===== src/rtl/fatcca_pkg.sv =====
// Shared types and constants for the cluster chain allocator.
`default_nettype none

package fatcca_pkg;

    localparam int CLUSTER_CAPACITY = 256;
    localparam int DIR_ENTRIES      = 16;
    localparam int NAME_W           = 64;
    localparam int CL_IDX_W         = $clog2(CLUSTER_CAPACITY);
    localparam int LINK_W           = CL_IDX_W + 1;
    localparam int DIR_IDX_W        = $clog2(DIR_ENTRIES);
    localparam int CNT_W            = DIR_IDX_W + 1;

    localparam logic [LINK_W-1:0] LINK_FREE = LINK_W'(CLUSTER_CAPACITY);
    localparam logic [LINK_W-1:0] LINK_END  = LINK_W'(CLUSTER_CAPACITY + 1);

    localparam logic [2:0] ST_DONE      = 3'd0;
    localparam logic [2:0] ST_DUPLICATE = 3'd1;
    localparam logic [2:0] ST_DIR_FULL  = 3'd2;
    localparam logic [2:0] ST_NO_SPACE  = 3'd3;
    localparam logic [2:0] ST_NOT_FOUND = 3'd4;

    localparam logic FUNC_ALLOC  = 1'b0;
    localparam logic FUNC_DELETE = 1'b1;

    typedef struct packed {
        logic                en;
        logic [CL_IDX_W-1:0] addr;
        logic [LINK_W-1:0]   data;
    } link_wr_t;

endpackage

`default_nettype wire


===== src/rtl/fatcca_link_table.sv =====
// Cluster link table memory with per-entry valid bits that read as free after reset.
`default_nettype none

module fatcca_link_table
    import fatcca_pkg::*;
(
    input  wire logic                clk,
    input  wire logic                rst_n,
    input  wire logic [CL_IDX_W-1:0] rd_addr,
    output logic      [LINK_W-1:0]   rd_data,
    input  wire link_wr_t            wr
);

    logic [LINK_W-1:0]           mem [CLUSTER_CAPACITY];
    logic [CLUSTER_CAPACITY-1:0] valid_reg;
    logic [LINK_W-1:0]           rd_data_reg;

    always_ff @(posedge clk or negedge rst_n)
    begin
        if (!rst_n)
        begin
            valid_reg <= '0;
        end
        else if (wr.en)
        begin
            valid_reg[wr.addr] <= 1'b1;
        end
    end

    always_ff @(posedge clk)
    begin
        if (wr.en)
        begin
            mem[wr.addr] <= wr.data;
        end
        rd_data_reg <= valid_reg[rd_addr] ? mem[rd_addr] : LINK_FREE;
    end

    assign rd_data = rd_data_reg;

endmodule

`default_nettype wire


===== config.mk =====
export PLATFORM = sky130hd
export DESIGN_NAME = fatcca_link_table
export DESIGN_NICKNAME = d
export VERILOG_FILES = /design/src/rtl/fatcca_pkg.sv /design/src/rtl/fatcca_link_table.sv
export SDC_FILE = /design/constraint.sdc
export NUM_CORES = 2
export LEC_CHECK = 0
export BUFFER_PORTS_ARGS = -buffer_cell sky130_fd_sc_hd__buf_2
export CORE_MARGIN = 8
export CORE_UTILIZATION = 40
export CTS_CLUSTER_SIZE = 28
export DETAILED_ROUTE_END_ITERATION = 8
export PLACE_DENSITY_LB_ADDON = 0.05
export SLEW_MARGIN = 20
export SYNTH_ARGS = -nofsm -noshare
export SYNTH_HDL_FRONTEND = slang
export SYNTH_SLANG_ARGS = --single-unit

===== constraint.sdc =====
create_clock -name clk -period 2.1 [get_ports clk]
set_input_delay 0.105 -clock clk [delete_from_list [all_inputs] [get_ports clk]]
set_output_delay 0.105 -clock clk [all_outputs]
set_load 0.01 [all_outputs]

Word-level counts from Yosys, hierarchy flattened
Memory sizes are Yosys's and may differ from the RTL's. A register that Yosys moved wholly into a read port is not among the register bits.
Cells that the tools add are included.
{"block": "word_totals", "romBits": 0, "n_memories": 1, "input_bits": 28, "ramBits": 2304, "wordCells": 14, "register_bits": 256, "latchBits": 0}
{"block": "op_classes", "div": 0, "reduce_logical": 2, "n_mul": 0, "order_cmp": 3, "shift": 0, "n_eq_ne": 0, "n_addsub": 0, "bitwise_logic": 1, "n_mux": 6}
{"name": "mem", "depth": 256, "word_bits": 9, "read_ports": 1, "rd_clocked_by_memory_dff": 1, "write_ports": 1, "line_no": "fatcca_link_table.sv:14", "source": "logic [LINK_W-1:0] mem [CLUSTER_CAPACITY];"}
{"op": "OR 256 bit", "count": 1}
{"op": "< comparator 8 x 9 -> 1 bit, second input constant", "count": 2}
{"op": "binary-select mux 1 bit (select 8 bit)", "count": 1}
{"op": "demux 1 bit (select 8 bit)", "count": 1}
{"op": ">= comparator 8 x 1 -> 1 bit, second input constant", "count": 1}
{"op": "2-to-1 mux 1 bit", "count": 4}
{"op": "logical AND 1 bit", "count": 1}
{"op": "zero test 1 bit", "count": 1}

Longest topological paths before layout
{"block": "depth", "depth_word": 5, "mapped_depth": 14}

Worst setup path after synthesis
Ideal clock, no wire load.
{"block": "synth_path", "path_kind": "input to register", "start": "input port rd_addr[0]", "end": "register rd_data_reg[0], in the netlist rd_data[0], read port of mem", "path_slack_ns": -0.408, "stages": 8, "t_required_ns": 1.961, "t_arrival_ns": 2.369, "setup_time_ns": 0.139, "cell_sequence": "buf_6 -> buf_6 -> buf_4 -> mux4_2 -> mux4_2 -> mux4_2 -> a211oi_1 -> nor3b_1"}
{"block": "synth_between", "elab_chain_cells": 3}
{"item": "start: declaration", "line_no": "fatcca_link_table.sv:9", "source": "input wire logic [CL_IDX_W-1:0] rd_addr,"}
{"item": "binary-select mux 1 bit (select 8 bit)", "line_no": "fatcca_link_table.sv:36", "source": "rd_data_reg <= valid_reg[rd_addr] ? mem[rd_addr] : LINK_FREE;"}
{"item": "2-to-1 mux 1 bit (implied by the code)", "line_no": "fatcca_link_table.sv:36"}
{"item": "zero test 1 bit (no line)"}
{"item": "end: declaration", "line_no": "fatcca_link_table.sv:16", "source": "logic [LINK_W-1:0] rd_data_reg;"}
Several ways; a longest one is shown, not always the timed one. The select of a mux whose other input is x is not followed.
A chain may end at the register's enable or synchronous reset.

==> results_dict.tcl <==
set metrics [dict create \
    p_leak_nw 43.3 \
    max_freq_mhz 389 \
    grt_pass1_vias 55900 \
    clock_latency_ns 0.93 \
    synth.area.top_cells "edfxtp_1, mux4_2, dfrtp_1" \
    drtIter0Drc 5236 \
    status "finished, violations left" \
    synth-seq-cells 2569 \
    finalPower_mw 114 \
    layout_commonest_cell "edfxtp_1" \
    routed_wirelength_mm 319 \
    core_region_area_um2 251000 \
    netlist_instances 5125 \
    violations "setup timing" \
    drc 0 \
    p_seq_share_pct 49.5 \
    avgSynthCellArea_um2 19.7 \
    synth_top_area_share_pct 68.7 \
    p_sw_mw 25.0 \
    die_w_um 518 \
    worst_pin_slew_ns 0.933 \
    overflow 0 \
    clock_sinks 2569 \
    cts_inserted_buffers 300 \
    swShare_pct 21.9 \
    routed_via_density 5.61 \
    yosysTopAreaCell "edfxtp_1" \
    grt_max_degree 119 \
    crit_buf_inv 0 \
    placementRows 184 \
    portBuffers 36 \
    clkTransAtPathRegs_ns 0.06 \
    fin_skew_ns 0.0474 \
    cp_top_family "multiplexers" \
    drive_gt1_share_pct 34.8 \
    cts_root_buf "clkbuf_16" \
    routabilityCongestion 0.839 \
    postRouteAntennaNets 0 \
    synth-seq-area-share_pct 75.2 \
    wl_per_cell_um 32.8 \
    r2r_slack_ns -0.47 \
    design.die.area_um2 268000 \
    final_max_slew_viol_count 0 \
    fin_tns_setup_ns -2.96 \
    grt_use_total_pct 23.3 \
    htreeDepth 5 \
    cp-end-kind "flop" \
    cpMostUsedCell "mux4_2" \
    p_per_area_nw_per_um2 929 \
    path_max_fanout 1 \
    cts_setup_buffers 0 \
    antenna_found_initial 22 \
    num_vias 54600 \
    fillers 21000 \
    setup_violations 9 \
    cts_tree "yes" \
    nets 6187 \
    synth_nets 5153 \
    hpwl_mm 213 \
    largest_reg_flops 2304 \
    synth_cell_types 72 \
    dp_cells 9183 \
    start_util_pct 40.2 \
    synth_edf_count 2304 \
    worst-endpoint-arrival_ns 3.34 \
    hold_class "in -> reg" \
    worst_slack_ns -0.474 \
    period_share_pct 123 \
    cp_slowest_cell "mux4_2" \
    drv_cap 0 \
    ys_warn_count 0 \
    slowest_delay_ns 0.54 \
    io_pins 37 \
    critical_path_required_ns 2.86 \
    final_cells 9734 \
    synth-main-ff-cell "edfxtp_1" \
    p_clk_share_pct 43.7 \
    final_cell_mix "edfxtp_1, buf_4, mux4_2" \
    cp-start-kind "flop" \
    grt_pass1_wl_mm 449 \
    path_class "reg -> reg" \
    pwr-share-comb_pct 6.8 \
    min_period_ns 2.57 \
    async_flop_share_pct 9.96 \
    firstDrtPassIters 6 \
    hold_viol_final 0 \
    synth_area_um2 101000 \
    die_y_um 518 \
    slew_headroom_pct 37.8 \
    path_cells "mux4_2, mux4_2, a22oi_2, nand3_4, a31o_1, or4_1" \
    internal_power_mw 89.1 \
    ir_drop_mv 0.831 \
    rsz0062_at_grt "true" \
    dp_slack_ns -1.47 \
    cts_buffer_depth 4 \
    syn_to_final_growth_pct 21.9 \
]
## path summary, 6_finish.rpt
kind,from,depth (start not counted),endpoint
worst max-delay path,mem[115][8],6,rd_data[8]
worst min-delay path,rd_addr[5],5,rd_data[4]
worst max register to register,mem[115][8],6,rd_data[8]
worst min register to register,valid_reg[165],1,valid_reg[165]
max in group asynchronous,rst_n,6,valid_reg[207]
min in group asynchronous,rst_n,4,valid_reg[92]
## stage by stage
stage               instance area (µm²)  util [%]  hold WS (ns)
CTS                              123000      48.9       0.00761
floorplan                        101000         -        -0.191
global placement                 113000      45.0        0.0264
finish                           123000      48.9        0.0604
detailed placement               113000      45.0        0.0180
global route                     123000      48.9        0.0207
## what timing repair did
action	4_1_cts	5_1_grt
hold endpoints to repair	2556	0
endpoints found under the setup margin	9	19
gates resized for setup	54	15
hold buffers	25	0
pin swaps	14	8
## area by class of cell
| type | count | area (µm²) | area share, % |
|---|---|---|---|
| antenna | 3 | 7.51 | 0.00611 |
| clock buffer | 420 | 8250 | 6.72 |
| clock inverter | 106 | 1020 | 0.830 |
| inverter | 8 | 38.8 | 0.0316 |
| multi-input combinational | 2239 | 23200 | 18.9 |
| sequential | 2569 | 75800 | 61.7 |
| tap | 3348 | 4190 | 3.41 |
| timing repair buffer | 1041 | 10300 | 8.41 |
## cell families after synthesis
logic type | after synthesis | share of synthesized area [%]
compound gates | 518 | 3.64
buf+inv | 317 | 2.13
flops | 2569 | 75.2
mux | 879 | 14.9
simple gates | 842 | 4.12
## cells in the mapped netlist (all sizes together) (21+ instances only)
master,n
nor3,21
buf,175
nor2,322
a21oi,95
a22oi,46
dfrtp,256
o221ai,118
nand3,79
o21ai,45
mux2i,374
nand2,80
or2,258
o22ai,94
mux4,488
nand4,21
clkbuf,134
edfxtp,2304
## power by group through the flow
stage | Clock [mW] | Sequential (mW) | Combinational (mW)
6_report | 49.8 | 56.5 | 7.76
3_5_place_dp | 0 | 57.5 | 7.70
4_1_cts | 50.8 | 56.5 | 7.84
3_3_place_gp | 0 | 57.5 | 7.65
2_1_floorplan | 0 | 57.4 | 3.49
5_1_grt | 52.8 | 56.5 | 8.14
## layer usage
layer	track usage, %	vias to the layer above	routed length [µm]
li1	-	23000	-
met1	32.7	29600	139000
met2	38.4	1599	155000
met3	3.47	448	16700
met4	6.19	0	8950
met5	0	-	0
## worst register-to-register path, stage by stage, from the launching register on
cell,delay [ns]
edfxtp_1,0.37
mux4_2,0.47
mux4_2,0.54
a22oi_2,0.27
nand3_4,0.17
a31o_1,0.22
or4_1,0.39
No activity file was read; power rests on OpenSTA's default activity.
